**src/rtl/sht_pkg.sv**
```systemverilog
package sht_pkg;

  // number of seats served by the block
  localparam int NUM_SEATS = 2;

  // register map
  localparam int NUM_REGS   = 8;
  localparam int REG_IDX_W  = 3;
  localparam int CFG_ADDR_W = 5;
  localparam int CFG_DATA_W = 32;

  // field widths
  localparam int TEMP_W  = 8;
  localparam int LEVEL_W = 2;

  localparam logic [TEMP_W-1:0] SEAT_RESET_TEMP = 8'd22;

  typedef enum logic [REG_IDX_W-1:0] {
    REG_LOW_TARGET     = 3'd0,
    REG_MEDIUM_TARGET  = 3'd1,
    REG_HIGH_TARGET    = 3'd2,
    REG_GAP_FOR_HIGH   = 3'd3,
    REG_GAP_FOR_MEDIUM = 3'd4,
    REG_GAP_FOR_LOW    = 3'd5,
    REG_RESUME_GAP     = 3'd6,
    REG_OVERHEAT_LIMIT = 3'd7
  } reg_idx_t;

  localparam logic [TEMP_W-1:0] REG_RESET [NUM_REGS] = '{
    8'd25, 8'd30, 8'd35, 8'd10, 8'd5, 8'd2, 8'd3, 8'd40
  };

  typedef enum logic [LEVEL_W-1:0] {
    HEAT_OFF  = 2'd0,
    HEAT_LOW  = 2'd1,
    HEAT_MED  = 2'd2,
    HEAT_HIGH = 2'd3
  } heat_t;

  typedef enum logic {
    FUNC_BUTTON = 1'b0,
    FUNC_SAMPLE = 1'b1
  } func_t;

  // register contents handed to the seat core
  typedef struct packed {
    logic [TEMP_W-1:0] low_target;
    logic [TEMP_W-1:0] medium_target;
    logic [TEMP_W-1:0] high_target;
    logic [TEMP_W-1:0] gap_for_high;
    logic [TEMP_W-1:0] gap_for_medium;
    logic [TEMP_W-1:0] gap_for_low;
    logic [TEMP_W-1:0] resume_gap;
    logic [TEMP_W-1:0] overheat_limit;
  } cfg_t;

  typedef struct packed {
    logic              seat;
    logic              func;
    logic [TEMP_W-1:0] temperature;
    logic [TEMP_W-1:0] time_stamp;
  } in_item_t;

  typedef struct packed {
    logic               seat_out;
    logic [LEVEL_W-1:0] heat_level;
    logic [LEVEL_W-1:0] heat_intensity;
    logic               green_led;
    logic               blue_led;
    logic               red_led;
    logic [TEMP_W-1:0]  fault_reading;
    logic [TEMP_W-1:0]  fault_time;
  } out_item_t;

  // per-seat state
  typedef struct packed {
    logic [LEVEL_W-1:0] level;
    logic [LEVEL_W-1:0] intensity;
    logic               paused;
    logic [TEMP_W-1:0]  temp;
    logic               fault;
    logic [TEMP_W-1:0]  fault_reading;
    logic [TEMP_W-1:0]  fault_time;
  } seat_state_t;

endpackage

```
**src/rtl/sht_cfg_regs.sv**
```systemverilog
module sht_cfg_regs (
  input  logic                          clk,
  input  logic                          rst_n,
  input  logic                          psel,
  input  logic                          penable,
  input  logic                          pwrite,
  input  logic [sht_pkg::CFG_ADDR_W-1:0] paddr,
  input  logic [sht_pkg::CFG_DATA_W-1:0] pwdata,
  output logic [sht_pkg::CFG_DATA_W-1:0] prdata,
  output logic                          pready,
  output sht_pkg::cfg_t                 cfg
);
  import sht_pkg::*;

  logic [TEMP_W-1:0]    regs_r [NUM_REGS];
  logic [REG_IDX_W-1:0] idx;
  logic                 wr_en;

  assign pready = 1'b1;
  assign idx    = paddr[CFG_ADDR_W-1:2];
  assign wr_en  = psel && penable && pwrite && pready;

  // register write
  always_ff @(posedge clk) begin
    if (!rst_n) begin
      for (int i = 0; i < NUM_REGS; i++) begin
        regs_r[i] <= REG_RESET[i];
      end
    end else if (wr_en) begin
      regs_r[idx] <= pwdata[TEMP_W-1:0];
    end
  end

  // read back
  assign prdata = {{(CFG_DATA_W-TEMP_W){1'b0}}, regs_r[idx]};

  // register view for the core
  always_comb begin
    cfg.low_target     = regs_r[REG_LOW_TARGET];
    cfg.medium_target  = regs_r[REG_MEDIUM_TARGET];
    cfg.high_target    = regs_r[REG_HIGH_TARGET];
    cfg.gap_for_high   = regs_r[REG_GAP_FOR_HIGH];
    cfg.gap_for_medium = regs_r[REG_GAP_FOR_MEDIUM];
    cfg.gap_for_low    = regs_r[REG_GAP_FOR_LOW];
    cfg.resume_gap     = regs_r[REG_RESUME_GAP];
    cfg.overheat_limit = regs_r[REG_OVERHEAT_LIMIT];
  end

endmodule

```
**src/rtl/sht_seat_core.sv**
```systemverilog
module sht_seat_core (
  input  logic                clk,
  input  logic                rst_n,
  input  sht_pkg::cfg_t       cfg,
  input  logic                upd,
  input  sht_pkg::in_item_t   item,
  output sht_pkg::out_item_t  result
);
  import sht_pkg::*;

  seat_state_t        state_r [NUM_SEATS];
  seat_state_t        cur;
  seat_state_t        state_nxt;
  logic               seat_ok;
  logic [LEVEL_W-1:0] lvl_n;
  logic [TEMP_W-1:0]  temp_n;
  logic [TEMP_W-1:0]  target;
  logic [TEMP_W-1:0]  gap;
  logic               below;
  logic               go;

  assign seat_ok = (32'(item.seat) < NUM_SEATS);
  assign cur     = state_r[item.seat];

  // event applied to the stored seat values
  assign lvl_n  = (item.func == FUNC_BUTTON) ? cur.level + 2'd1 : cur.level;
  assign temp_n = (item.func == FUNC_SAMPLE) ? item.temperature : cur.temp;

  // target for the selected level
  always_comb begin
    case (lvl_n)
      HEAT_LOW:  target = cfg.low_target;
      HEAT_MED:  target = cfg.medium_target;
      HEAT_HIGH: target = cfg.high_target;
      default:   target = cfg.low_target;
    endcase
  end

  assign below = temp_n < target;
  assign gap   = target - temp_n;

  // next seat state
  always_comb begin
    state_nxt = cur;
    go        = 1'b1;
    if (!cur.fault) begin
      state_nxt.level = lvl_n;
      state_nxt.temp  = temp_n;
      if (temp_n > cfg.overheat_limit) begin
        state_nxt.fault         = 1'b1;
        state_nxt.fault_reading = temp_n;
        state_nxt.fault_time    = item.time_stamp;
      end else if (lvl_n == HEAT_OFF) begin
        state_nxt.intensity = HEAT_OFF;
      end else begin
        // pause holds until the gap reaches the resume threshold
        if (cur.paused) begin
          if (below && gap >= cfg.resume_gap) begin
            state_nxt.paused = 1'b0;
          end else begin
            state_nxt.intensity = HEAT_OFF;
            go = 1'b0;
          end
        end
        if (go) begin
          if (below && gap >= cfg.gap_for_high) begin
            state_nxt.intensity = HEAT_HIGH;
          end else if (below && gap >= cfg.gap_for_medium) begin
            state_nxt.intensity = HEAT_MED;
          end else if (below && gap >= cfg.gap_for_low) begin
            state_nxt.intensity = HEAT_LOW;
          end else begin
            state_nxt.intensity = HEAT_OFF;
            state_nxt.paused    = 1'b1;
          end
        end
      end
    end
  end

  // seat state storage
  always_ff @(posedge clk) begin
    if (!rst_n) begin
      for (int i = 0; i < NUM_SEATS; i++) begin
        state_r[i].level         <= HEAT_OFF;
        state_r[i].intensity     <= HEAT_OFF;
        state_r[i].paused        <= 1'b0;
        state_r[i].temp          <= SEAT_RESET_TEMP;
        state_r[i].fault         <= 1'b0;
        state_r[i].fault_reading <= '0;
        state_r[i].fault_time    <= '0;
      end
    end else if (upd && seat_ok) begin
      state_r[item.seat] <= state_nxt;
    end
  end

  // result fields from the updated state
  always_comb begin
    result          = '0;
    result.seat_out = item.seat;
    if (seat_ok) begin
      result.heat_level     = state_nxt.level;
      result.heat_intensity = state_nxt.intensity;
      result.green_led      = !state_nxt.fault && state_nxt.intensity[0];
      result.blue_led       = !state_nxt.fault && state_nxt.intensity[1];
      result.red_led        = state_nxt.fault;
      result.fault_reading  = state_nxt.fault_reading;
      result.fault_time     = state_nxt.fault_time;
    end
  end

endmodule

```
**src/rtl/seat_heater_thermostat.sv**
```systemverilog
// channel | dir | tdata (low bit up)                         | tuser
// in_     | in  | temperature, time_stamp                    | seat, func
// out_    | out | heat_level, heat_intensity, green, blue,   | seat_out
//         |     | red, fault_reading, fault_time, zero fill  |
// cfg_    | in  | apb write/read of the eight 8-bit settings | -
//
// one beat per cycle sustained while the result side is not stalled; a beat passes
// through the input register, then the result register; seat state updates as it moves
// from the input register into the result register
// reset is synchronous and clears settings, seat state and both valid flags
// a stalled result holds; the input register keeps accepting while the
// result register is free or is being taken in the same cycle
module seat_heater_thermostat (
  input  logic                            clk,
  input  logic                            rst_n,
  input  logic                            in_tvalid,
  output logic                            in_tready,
  input  logic [15:0]                     in_tdata,   // temperature, time_stamp
  input  logic [1:0]                      in_tuser,   // seat, func
  output logic                            out_tvalid,
  input  logic                            out_tready,
  output logic [23:0]                     out_tdata,  // heat_level, heat_intensity,
                                                      // green_led, blue_led, red_led,
                                                      // fault_reading, fault_time
  output logic                            out_tuser,  // seat_out
  input  logic                            cfg_psel,
  input  logic                            cfg_penable,
  input  logic                            cfg_pwrite,
  input  logic [sht_pkg::CFG_ADDR_W-1:0]  cfg_paddr,
  input  logic [sht_pkg::CFG_DATA_W-1:0]  cfg_pwdata,
  output logic [sht_pkg::CFG_DATA_W-1:0]  cfg_prdata,
  output logic                            cfg_pready
);
  import sht_pkg::*;

  cfg_t      cfg;
  in_item_t  in_item_r;
  logic      in_valid_r;
  out_item_t res;
  out_item_t out_item_r;
  logic      out_valid_r;
  logic      out_adv;
  logic      move;

  sht_cfg_regs u_cfg (
    .clk     (clk),
    .rst_n   (rst_n),
    .psel    (cfg_psel),
    .penable (cfg_penable),
    .pwrite  (cfg_pwrite),
    .paddr   (cfg_paddr),
    .pwdata  (cfg_pwdata),
    .prdata  (cfg_prdata),
    .pready  (cfg_pready),
    .cfg     (cfg)
  );

  // handshake control
  assign out_adv   = !out_valid_r || out_tready;
  assign move      = in_valid_r && out_adv;
  assign in_tready = !in_valid_r || out_adv;

  // input register
  always_ff @(posedge clk) begin
    if (!rst_n) begin
      in_valid_r <= 1'b0;
    end else if (in_tready) begin
      in_valid_r <= in_tvalid;
    end
  end

  always_ff @(posedge clk) begin
    if (in_tready && in_tvalid) begin
      in_item_r.seat        <= in_tuser[0];
      in_item_r.func        <= in_tuser[1];
      in_item_r.temperature <= in_tdata[7:0];
      in_item_r.time_stamp  <= in_tdata[15:8];
    end
  end

  sht_seat_core u_core (
    .clk    (clk),
    .rst_n  (rst_n),
    .cfg    (cfg),
    .upd    (move),
    .item   (in_item_r),
    .result (res)
  );

  // result register
  always_ff @(posedge clk) begin
    if (!rst_n) begin
      out_valid_r <= 1'b0;
    end else if (out_adv) begin
      out_valid_r <= in_valid_r;
    end
  end

  always_ff @(posedge clk) begin
    if (move) begin
      out_item_r <= res;
    end
  end

  assign out_tvalid = out_valid_r;
  assign out_tuser  = out_item_r.seat_out;
  assign out_tdata  = {1'b0,
                       out_item_r.fault_time,
                       out_item_r.fault_reading,
                       out_item_r.red_led,
                       out_item_r.blue_led,
                       out_item_r.green_led,
                       out_item_r.heat_intensity,
                       out_item_r.heat_level};

endmodule

```
**config.mk**
```make
export PLATFORM = sky130hd
export DESIGN_NAME = seat_heater_thermostat
export DESIGN_NICKNAME = d
export VERILOG_FILES = /design/src/rtl/sht_pkg.sv /design/src/rtl/sht_cfg_regs.sv /design/src/rtl/sht_seat_core.sv /design/src/rtl/seat_heater_thermostat.sv
export SDC_FILE = /design/constraint.sdc
export NUM_CORES = 1
export LEC_CHECK = 0
export ABC_AREA = 1
export BUFFER_PORTS_ARGS = -buffer_cell sky130_fd_sc_hd__clkbuf_2
export CAP_MARGIN = 15
export CORE_UTILIZATION = 60
export CTS_BUF_LIST = sky130_fd_sc_hd__clkbuf_4 sky130_fd_sc_hd__clkbuf_8
export DETAILED_ROUTE_END_ITERATION = 8
export PLACE_DENSITY_LB_ADDON = 0.08
export SLEW_MARGIN = 20
export SYNTH_ARGS = -nofsm -noshare
export SYNTH_HDL_FRONTEND = slang
export SYNTH_SLANG_ARGS = --single-unit
```
**constraint.sdc**
```tcl
create_clock -name clk -period 5.6 [get_ports clk]
set_input_delay 1.12 -clock clk [delete_from_list [all_inputs] [get_ports clk]]
set_output_delay 1.12 -clock clk [all_outputs]
set_load 0.02 [all_outputs]
```
After elaboration in Yosys (flattened, before gate mapping)
Memory sizes are Yosys's and may differ from the RTL's. A register that Yosys moved wholly into a read port is not among the register bits.
Index checks and enable logic that the tools add are counted.
{"block": "totals", "wordCells": 81, "ram_bits": 124, "inputBits": 62, "ff_bits": 44, "n_memories": 2, "out_inout_bits": 60}
{"memory": "u_cfg.regs_r", "depth": 8, "width": 8, "read_ports": 9, "rd_clocked_by_memory_dff": 0, "write_ports": 8, "line": "sht_cfg_regs.sv:15", "source": "logic [TEMP_W-1:0] regs_r [NUM_REGS];"}
{"memory": "u_core.state_r", "depth": 2, "width": 30, "read_ports": 1, "rd_clocked_by_memory_dff": 1, "write_ports": 2, "line": "sht_seat_core.sv:11", "source": "seat_state_t state_r [NUM_SEATS];"}
{"block": "classes", "n_reduce_logical": 18, "n_lt_le_gt_ge": 6, "eq_ne": 2, "n_mux": 37, "n_addsub": 2}
{"operator": "30-bit two-way mux", "count": 2}
{"operator": "8-bit greater-or-equal comparator", "count": 4}
{"operator": "30-bit OR reduction", "count": 1}
{"operator": "1-bit two-way mux", "count": 22}
{"operator": "17-bit two-way mux", "count": 1}
{"operator": "8-bit two-way mux", "count": 2}
{"operator": "8-bit one-hot mux with 2 select lines", "count": 1}
{"operator": "3-bit two-way mux", "count": 4}
{"operator": "1-bit logical AND", "count": 10}
{"operator": "2-bit two-way mux", "count": 5}
{"operator": "8-bit > comparator", "count": 1}
{"operator": "8-bit less-than comparator", "count": 1}
{"operator": "8-bit OR reduction", "count": 1}
{"operator": "8-bit subtractor", "count": 1}
{"operator": "2-bit equality test, second input constant", "count": 2}
{"operator": "1-bit zero test", "count": 3}
{"operator": "2-bit by 1-bit adder with 2-bit output, second input constant", "count": 1}
{"operator": "2-bit zero test", "count": 1}
{"operator": "1-bit logical OR", "count": 2}

Logic depth before layout (Yosys ltp)
Gate-level depths: netlist of the first run.
{"block": "logic_depth", "word_depth": 18, "ltp_mapped": 33}

Cells and area by module
From an unflattened synthesis of the first run, not the netlist that was laid out.
{"block": "unflattened", "hier_cells": 1026, "hier_area_um2": 9354.0}
{"module": "sht_seat_core", "instances": 1, "seq_area_each_um2": 1801.7, "area_per_inst_um2": 4604.4, "cells_per_inst": 596}
{"module": "sht_cfg_regs", "instances": 1, "seq_area_each_um2": 1921.8, "area_per_inst_um2": 3382.0, "cells_per_inst": 373}
{"module": "seat_heater_thermostat", "instances": 1, "seq_area_each_um2": 1301.2, "area_per_inst_um2": 1367.6, "cells_per_inst": 57}

Worst setup path after synthesis of the first run
Ideal clock, no wire load.
{"block": "synth_path", "kind": "register to register", "startpoint": "register with a tool-made name", "endpoint": "memory u_core.state_r[0][25] (netlist bit) (data pin)", "setup_time_ns": 0.264, "required_time_ns": 5.336, "slack_ns": 1.663, "arrival_ns": 3.672, "path_buffers": 1, "path_stages_with_launch": 30, "cell_sequence": "dfxtp_1 inv_2 nand2_1 nand2_1 nand2_1 xor2_2 buf_2 inv_1 nor2_1 a211oi_1 ha_1 nand3_1 nand2_1 nand2_1 nand2_1 a21oi_1 o21ai_0 nand2_1 nand2_1 xor2_1 ha_1 a21o_1 nor2_1 nand3_1 nor2_1 nand2_1 nand2_1 nand2_1 nand2_1 nor2_1"}
{"item": "to (decl)", "line": "sht_seat_core.sv:11"}

==> results_dict.tcl, run 1 <==
set metrics [dict create \
    outcome "completed" \
    avgSynthCellArea_um2 9.68 \
    worstSetupPathType "reg2reg" \
    ys.flop_type "edfxtp_1" \
    final_core_utilization_pct 68.4 \
    grt_pass1_vias 6048 \
    portBuffers 69 \
    clockBufferDepth 2 \
    switching_share_pct 31.8 \
    drt-pass1-iter-count 5 \
    crit_cells 23 \
    crit_path_cell_trace "inv_1 > nand2_1 > xor2_2 > nor2_1 > a221oi_1 > ha_1 > a21oi_1 > nand2_1 > nand2_1 > nand2_1 > a21oi_1 > o21ai_0 > nand2_1 > nand2_1 > xor2_1 > ha_1 > a21o_1 > nor2_1 > nand3_1 > nor2_1 > nor2_1 > nand3_1 > a21oi_1" \
    setup-tns-final_ns 0 \
    synth_top_area_cell "edfxtp_1" \
    die_y_um 123 \
    drtIter0Drc 475 \
    cts.reportedPaths.clkPinSlew_ns 0.09 \
    rsz0062_at_grt "false" \
    post-cts-setup-buffers 0 \
    hold_viol_final 0 \
    place_area_um2 9280 \
    async_flop_share_pct 0 \
    critPathTopFamily "simple AND/OR/NAND/NOR gates" \
    via_per_inst 5.39 \
    drv_cap 0 \
    setup_violations 0 \
    comb_power_share_pct 24.7 \
    rr_worst_depth 23 \
    grt_max_degree 33 \
    fin_skew_ns 0.0133 \
    hold_depth 2 \
    ys_types 39 \
    tritoncts "done" \
    critPathLaunchType "flop" \
    clock-sinks 169 \
    end_kind "flop" \
    yosys-top-cells-count "180 x nand2_1, 166 x edfxtp_1, 147 x nor2_1" \
    slowest_delay_ns 0.58 \
    n_antenna_cell 0 \
    worstPathArrival_ns 5.06 \
    holdWs_ns 0.515 \
    cp_max_fo 12 \
    crit_path_top_delay_cell "edfxtp_1" \
    routed_wl_um 19700 \
    overflow 0 \
    die-area_um2 15200 \
    yosysSeqAreaShare_pct 57.1 \
    cts_hold_buf 0 \
    synth_top_area_share_pct 56.4 \
    ant_nets 0 \
    power_switching_w 0.00100 \
    p_per_area_nw_per_um2 327 \
    cts-root-buf "clkbuf_8" \
    timing.fmax_mhz 205 \
    finalPower_w 0.00316 \
    area_growth_pct 9.56 \
    drive_gt1_share_pct 13.0 \
    post-dp-hpwl_um 14400 \
    path_buf_inv 1 \
    fin_nets 1101 \
    fp-row-count 43 \
    remaining_drc_errors 0 \
    relSlewSlack_pct 31.5 \
    grtUsageTotal_pct 28.0 \
    drv_slew 0 \
    design_area_um2 9680 \
    synth_most_common_cell "nand2_1" \
    clockPowerShare_pct 27.7 \
    p_int_w 0.00216 \
    ioPinCount 122 \
    grt_pass1_wl_um 30900 \
    holdCritPathClass "reg2reg" \
    cts_buffers 17 \
    core-area_um2 14100 \
    insertion_delay_ns 0.46 \
    synth_edf_count 166 \
    period_needed_ns 4.88 \
    initial_core_util_pct 62.5 \
    leakagePower_nw 4.38 \
    h-tree-depth 4 \
    syn_inst 913 \
    netlist_area_um2 8840 \
    cts_resized 0 \
    drt-wirelength-per-cell_um 16.7 \
    gp_congestion 0.912 \
    synth.area.top_cells "edfxtp_1 56%, nand2_1 7.6%, ha_1 6.8%" \
    tightest_slew_ns 1.03 \
    yosysWarningCount 0 \
    crit_required_ns 5.77 \
    crit_top_cell "nand2_1" \
    ys_ff_latch 169 \
    vdd_drop_max_uv 240 \
    antenna_found_initial 0 \
    seq_power_share_pct 47.7 \
    die_w_um 123 \
    vias 6379 \
    min_period_over_period_pct 87.2 \
]
[cell type report]
type	count	area (um2)
Clock buffer	20	263
Fill cell	1116	4470
Multi-Input combinational cell	574	3030
Tap cell	180	225
Sequential cell	169	5040
Clock inverter	12	141
Inverter	150	563
Timing Repair Buffer	78	413
[power by group through the flow]
stage | clock network, W | logic (W) | registers, W
2_1_floorplan | 0 | 0.000574 | 0.00154
4_1_cts | 0.000888 | 0.000781 | 0.00151
3_3_place_gp | 0 | 0.000757 | 0.00153
5_1_grt | 0.000938 | 0.000900 | 0.00152
6_report | 0.000875 | 0.000780 | 0.00151
3_5_place_dp | 0 | 0.000773 | 0.00154
[state kept, by name, indices dropped and copies added, names as in the netlist, named ones only]
signal	cells
out_tdata	23
out_tuser	1
in_item_r	18
u_cfg.regs_r	64
u_core.state_r	60
out_tvalid	1
in_valid_r	1
[metal layers]
metal / part of all wire, % / GRT usage, %
met3: 6.4 / 4.94
met4: 2.9 / 11.7
met5: 0 / 0
met1: 42 / 35.8
met2: 49 / 47.1
[worst register-to-register path, delay by kind of cell (launching register included)]
| family | cells | cell delay (ns) |
|---|---|---|
| buffers and inverters | 1 | 0.20 |
| AND/OR/NAND/NOR | 12 | 1.38 |
| flip-flops | 1 | 0.58 |
| XOR/XNOR | 2 | 0.68 |
| AO/OA/AOI/OAI | 6 | 1.12 |
| adder cells (fa/ha/maj) | 2 | 0.66 |
[cells in the final DEF (no fill, tap or decap), drive strengths merged, types with 15 or more instances in the layout]
cell    count
nand2     181
edfxtp    166
inv       153
nor2      147
clkbuf     89
ha         48
o21ai      47
a21oi      35
conb       26
nand3      15
[stage by stage]
step           setup slack [ns]  cells
2_1_floorplan              1.66    937
3_3_place_gp              0.874   1151
3_5_place_dp              0.816   1151
4_1_cts                   0.780   1183
5_1_grt                   0.323   1183
6_report                  0.717   1183
[path summary, 6_finish.rpt]
kind / from / slack [ns] / end
max: in_item_r[16]$_DFFE_PP_ / 0.72 / u_core.state_r[1][27]$_DFFE_PP_
min: out_tvalid$_SDFFE_PN0P_ / 0.51 / out_tvalid$_SDFFE_PN0P_
max reg2reg: in_item_r[16]$_DFFE_PP_ / 0.72 / u_core.state_r[1][27]$_DFFE_PP_
min reg2reg: out_tvalid$_SDFFE_PN0P_ / 0.51 / out_tvalid$_SDFFE_PN0P_
[cell families (layout without fill, tap and decap cells)]
logic type      count (synthesis)  after routing  synth area share, %
other cells                     2             26               0.0850
simple gates                  364            364                 16.3
buf+inv                       194            260                 9.63
fa+ha+maj                      49             49                 7.02
flops                         169            169                 57.1
compound gates                123            123                 8.58
xor+xnor                        7              7                0.779
mux                             5              5                0.566
No activity file was read; power rests on OpenSTA's default activity.
==> run 2, diff against run 1 <==
- PLACE_DENSITY: unset -> 0.83
- PLACE_DENSITY_LB_ADDON: 0.08 -> unset
==> results_dict.tcl, run 2 (synthesized netlist as in run 1, its figures left out) <==
set metrics [dict create \
    ant_nets 0 \
    fillerInstances 1101 \
    hold_depth 2 \
    fp-row-count 43 \
    design_area_um2 9710 \
    area_growth_pct 9.87 \
    hold_viol_final 0 \
    n_antenna_cell 0 \
    period_needed_ns 5.03 \
    routed_wl_um 19600 \
    final_cell_mix "180 x nand2_1, 166 x edfxtp_1, 147 x nor2_1" \
    cts.reportedPaths.clkPinSlew_ns 0.10 \
    rsz0062_at_grt "false" \
    p_per_area_nw_per_um2 331 \
    finalPower_w 0.00321 \
    crit_top_cell "nand2_1" \
    critPathLaunchType "flop" \
    holdCritPathClass "reg2reg" \
    h-tree-depth 4 \
    setup_violations 0 \
    post-dp-hpwl_um 14300 \
    place_ws_ns 0.503 \
    overflow 0 \
    crit_path_top_delay_cell "dfxtp_1" \
    drtIter0Drc 529 \
    grt_pass1_wl_um 30500 \
    fin_cells 1183 \
    final_common_cell "nand2_1" \
    relSlewSlack_pct 32.3 \
    die_w_um 123 \
    grtUsageTotal_pct 27.7 \
    crit_required_ns 5.82 \
    worstPathArrival_ns 5.25 \
    leakagePower_nw 4.39 \
    initial_core_util_pct 62.5 \
    timing.fmax_mhz 199 \
    fin_nets 1101 \
    rr_worst_depth 27 \
    insertion_delay_ns 0.48 \
    grt_pass1_vias 6178 \
    drive_gt1_share_pct 13.0 \
    cts-root-buf "clkbuf_8" \
    drt-pass1-iter-count 7 \
    remaining_drc_errors 0 \
    cp_max_fo 14 \
    end_kind "flop" \
    slowest_delay_ns 0.61 \
    dp.cells 1151 \
    worstSetupPathType "reg2reg" \
    ioPinCount 122 \
    vias 6500 \
    worst_slack_ns 0.567 \
    regMostFlops "u_cfg.regs_r" \
    largest_reg_flops 64 \
    via_per_inst 5.49 \
    min_period_over_period_pct 89.9 \
    vdd_drop_max_uv 229 \
    die_y_um 123 \
    outcome "completed" \
    tritoncts "done" \
    clockBufferDepth 2 \
    clock-sinks 169 \
    tightest_slew_ns 1.01 \
    fin_skew_ns 0.0157 \
    core-area_um2 14100 \
    drv_slew 0 \
    place_area_um2 9280 \
    gp_congestion 0.967 \
    grt_max_degree 33 \
    setup-tns-final_ns 0 \
    cts_buffers 17 \
    drv_cap 0 \
    die-area_um2 15200 \
    portBuffers 69 \
    antenna_found_initial 0 \
    drt-wirelength-per-cell_um 16.6 \
]
## run 2: timing repair
| item | 4_1_cts | 5_1_grt |
|---|---|---|
| setup buffers | 0 | 0 |
| hold buffers | 0 | 0 |
| endpoints found under the setup margin | 0 | 5 |
| hold endpoints to repair | 0 | 0 |
| resized for setup | 0 | 1 |
## run 2: critical path, delay by kind of cell (launching register included)
family	cells	cell delay, ns
AND/OR/NAND/NOR	18	1.71
AO/OA/AOI/OAI	4	0.94
XOR/XNOR	2	0.72
adder cells (fa/ha/maj)	2	0.66
flip-flops	1	0.61
buffers and inverters	1	0.09
## run 2: through the flow
step / hold WS (ns) / utilization (%)
6_report: 0.518 / 68.6
5_1_grt: 0.559 / 68.6
4_1_cts: 0.517 / 68.5
3_5_place_dp: 0.504 / 65.6
3_3_place_gp: 0.495 / 65.6
2_1_floorplan: 0.424 / -
## run 2: final cells by class
cell class,instances,area [um2],share of cell area [%]
clock buffers,17,234,2.41
clock inverters,15,186,1.92
inverters,150,563,5.80
multi-input cells,574,3040,31.3
flip-flops and latches,169,5040,52.0
well taps,180,225,2.32
repair buffers,78,413,4.25
## run 2: worst paths after layout
check	end	start	slack [ns]
worst max register to register	u_core.state_r[0][25]$_SDFFCE_PN0P_	flop	0.57
worst min register to register	out_tvalid$_SDFFE_PN0P_	in_valid_r$_SDFFE_PN0N_	0.52
worst max-delay path	u_core.state_r[0][25]$_SDFFCE_PN0P_	flop	0.57
worst min-delay path	out_tvalid$_SDFFE_PN0P_	in_valid_r$_SDFFE_PN0N_	0.52
## run 2: report_power, final
group / leakage, nW / internal, W / switching, W
logic: 2.53 / 0.000262 / 0.000528
registers: 1.65 / 0.00147 / 0.0000318
clock network: 0.200 / 0.000448 / 0.000470
## run 2: per-layer routing
| layer | routed length, um | GRT usage (%) | vias up | share of wire [%] |
|---|---|---|---|---|
| li1 | - | - | 3144 | - |
| met2 | 9650 | 46.9 | 283 | 49 |
| met1 | 8010 | 33.8 | 3022 | 41 |
| met3 | 1330 | 5.58 | 51 | 6.8 |
| met4 | 631 | 13.3 | 0 | 3.2 |
| met5 | 0 | 0 | - | 0 |
==> run 3, diff against run 2 <==
==> constraint.sdc (replaced) <==
create_clock -name clk -period 5.6 [get_ports clk]
set_input_delay 0.84 -clock clk [delete_from_list [all_inputs] [get_ports clk]]
set_output_delay 0.84 -clock clk [all_outputs]
set_load 0.02 [all_outputs]
==> results_dict.tcl, run 3 (synthesized netlist as in run 1, its figures left out) <==
set metrics [dict create \
    outcome "completed" \
    crit_path_top_delay_cell "dfxtp_1" \
    tritoncts "done" \
    die_w_um 123 \
    critPathLaunchType "flop" \
    grt_pass1_vias 5959 \
    routed_wl_um 19500 \
    drv_slew 0 \
    crit_top_cell "nand2_1" \
    overflow 0 \
    vias 6461 \
    grtUsageTotal_pct 27.1 \
    cts_buffers 17 \
    clock-sinks 169 \
    drtIter0Drc 505 \
    cts_resized 0 \
    regMostFlops "u_cfg.regs_r" \
    grt_pass1_wl_um 29900 \
    cts_hold_buf 0 \
    cts.reportedPaths.clkPinSlew_ns 0.10 \
    drt-wirelength-per-cell_um 16.5 \
    final_cell_mix "180 x nand2_1, 166 x edfxtp_1, 147 x nor2_1" \
    drive_gt1_share_pct 13.0 \
    min_period_over_period_pct 91.5 \
    crit_required_ns 5.82 \
    vdd_drop_max_uv 307 \
    rsz0062_at_grt "false" \
    via_per_inst 5.46 \
    insertion_delay_ns 0.48 \
    gp_congestion 0.942 \
    worstPathArrival_ns 5.34 \
    drt-pass1-iter-count 5 \
    worstSetupPathType "reg2reg" \
    post-dp-hpwl_um 14400 \
    post-cts-setup-buffers 0 \
    initial_core_util_pct 62.5 \
    grt_max_degree 33 \
    final_core_utilization_pct 68.4 \
    setup-tns-final_ns 0 \
    holdWs_ns 0.518 \
    die_y_um 123 \
    critPathTopFamily "simple AND/OR/NAND/NOR gates" \
    leakagePower_nw 4.38 \
    hold_viol_final 0 \
    ant_nets 0 \
    fin_nets 1101 \
    cp_max_fo 14 \
    drv_cap 0 \
    fp-row-count 43 \
    portBuffers 69 \
    end_kind "flop" \
    core-area_um2 14100 \
    n_antenna_cell 0 \
    setup_violations 0 \
    final_common_cell "nand2_1" \
    ioPinCount 122 \
    path_buf_inv 0 \
    antenna_found_initial 0 \
    holdCritPathClass "reg2reg" \
    h-tree-depth 4 \
    place_area_um2 9280 \
    largest_reg_flops 64 \
    remaining_drc_errors 0 \
    area_growth_pct 9.47 \
    die-area_um2 15200 \
    clockBufferDepth 2 \
    fin_skew_ns 0.0134 \
    cts-root-buf "clkbuf_8" \
    period_needed_ns 5.12 \
    timing.fmax_mhz 195 \
    design_area_um2 9680 \
    tightest_slew_ns 1.01 \
    slowest_delay_ns 0.62 \
    p_per_area_nw_per_um2 324 \
    relSlewSlack_pct 32.8 \
]
-- run 3: metal layers --
layer / GRT usage, % / share of wire [%]
met1: 33.9 / 41
met2: 45.1 / 49
met4: 12.0 / 3.2
met5: 0 / 0
met3: 5.86 / 7.1
-- run 3: worst reg2reg max path: stages, from the launching register on --
cell      delay [ns]
dfxtp_1         0.62
nand2_1         0.15
nand2_1         0.12
nand2_1         0.14
xor2_4          0.39
nor2_1          0.19
a211oi_1        0.47
ha_1            0.34
nand3_1         0.09
nand2_1         0.08
nand2_1         0.07
nand2_1         0.05
a21oi_1         0.17
o21ai_0         0.11
nand2_1         0.06
nand2_1         0.06
xor2_1          0.44
ha_1            0.35
a21o_1          0.17
nor2_1          0.10
nand3_1         0.14
nor2_1          0.25
nand2_1         0.09
nand2_1         0.07
nand2_1         0.05
nand2_1         0.08
nor2_1          0.04
-- run 3: metrics by stage --
| stage | worst slack [ns] | total power [W] | cells |
|---|---|---|---|
| floorplan | 1.66 | 0.00211 | 937 |
| global placement | 0.586 | 0.00228 | 1151 |
| detailed placement | 0.458 | 0.00231 | 1151 |
| CTS | 0.414 | 0.00314 | 1183 |
| global route | 0.112 | 0.00331 | 1183 |
| finish | 0.476 | 0.00314 | 1183 |
-- run 3: power breakdown --
part	internal, W	switching, W
clock network	0.000335	0.000504
logic	0.000263	0.000531
registers	0.00147	0.0000324
total	0.00207	0.00107
-- run 3: layout make-up --
| cell class | instances | area [um2] |
|---|---|---|
| sequential | 169 | 5040 |
| fill | 1100 | 4470 |
| multi-input combinational | 574 | 3040 |
| inverter | 150 | 563 |
| timing repair buffer | 78 | 413 |
| clock buffer | 17 | 234 |
| tap | 180 | 225 |
| clock inverter | 15 | 151 |
-- run 3: final timing paths --
check	from	to	slack, ns	cells after the start
min reg2reg	out_tvalid$_SDFFE_PN0P_	out_tvalid$_SDFFE_PN0P_	0.52	2
max reg2reg	flop	u_core.state_r[0][25]$_SDFFCE_PN0P_	0.48	26
min	out_tvalid$_SDFFE_PN0P_	out_tvalid$_SDFFE_PN0P_	0.52	2
max	flop	u_core.state_r[0][25]$_SDFFCE_PN0P_	0.48	26
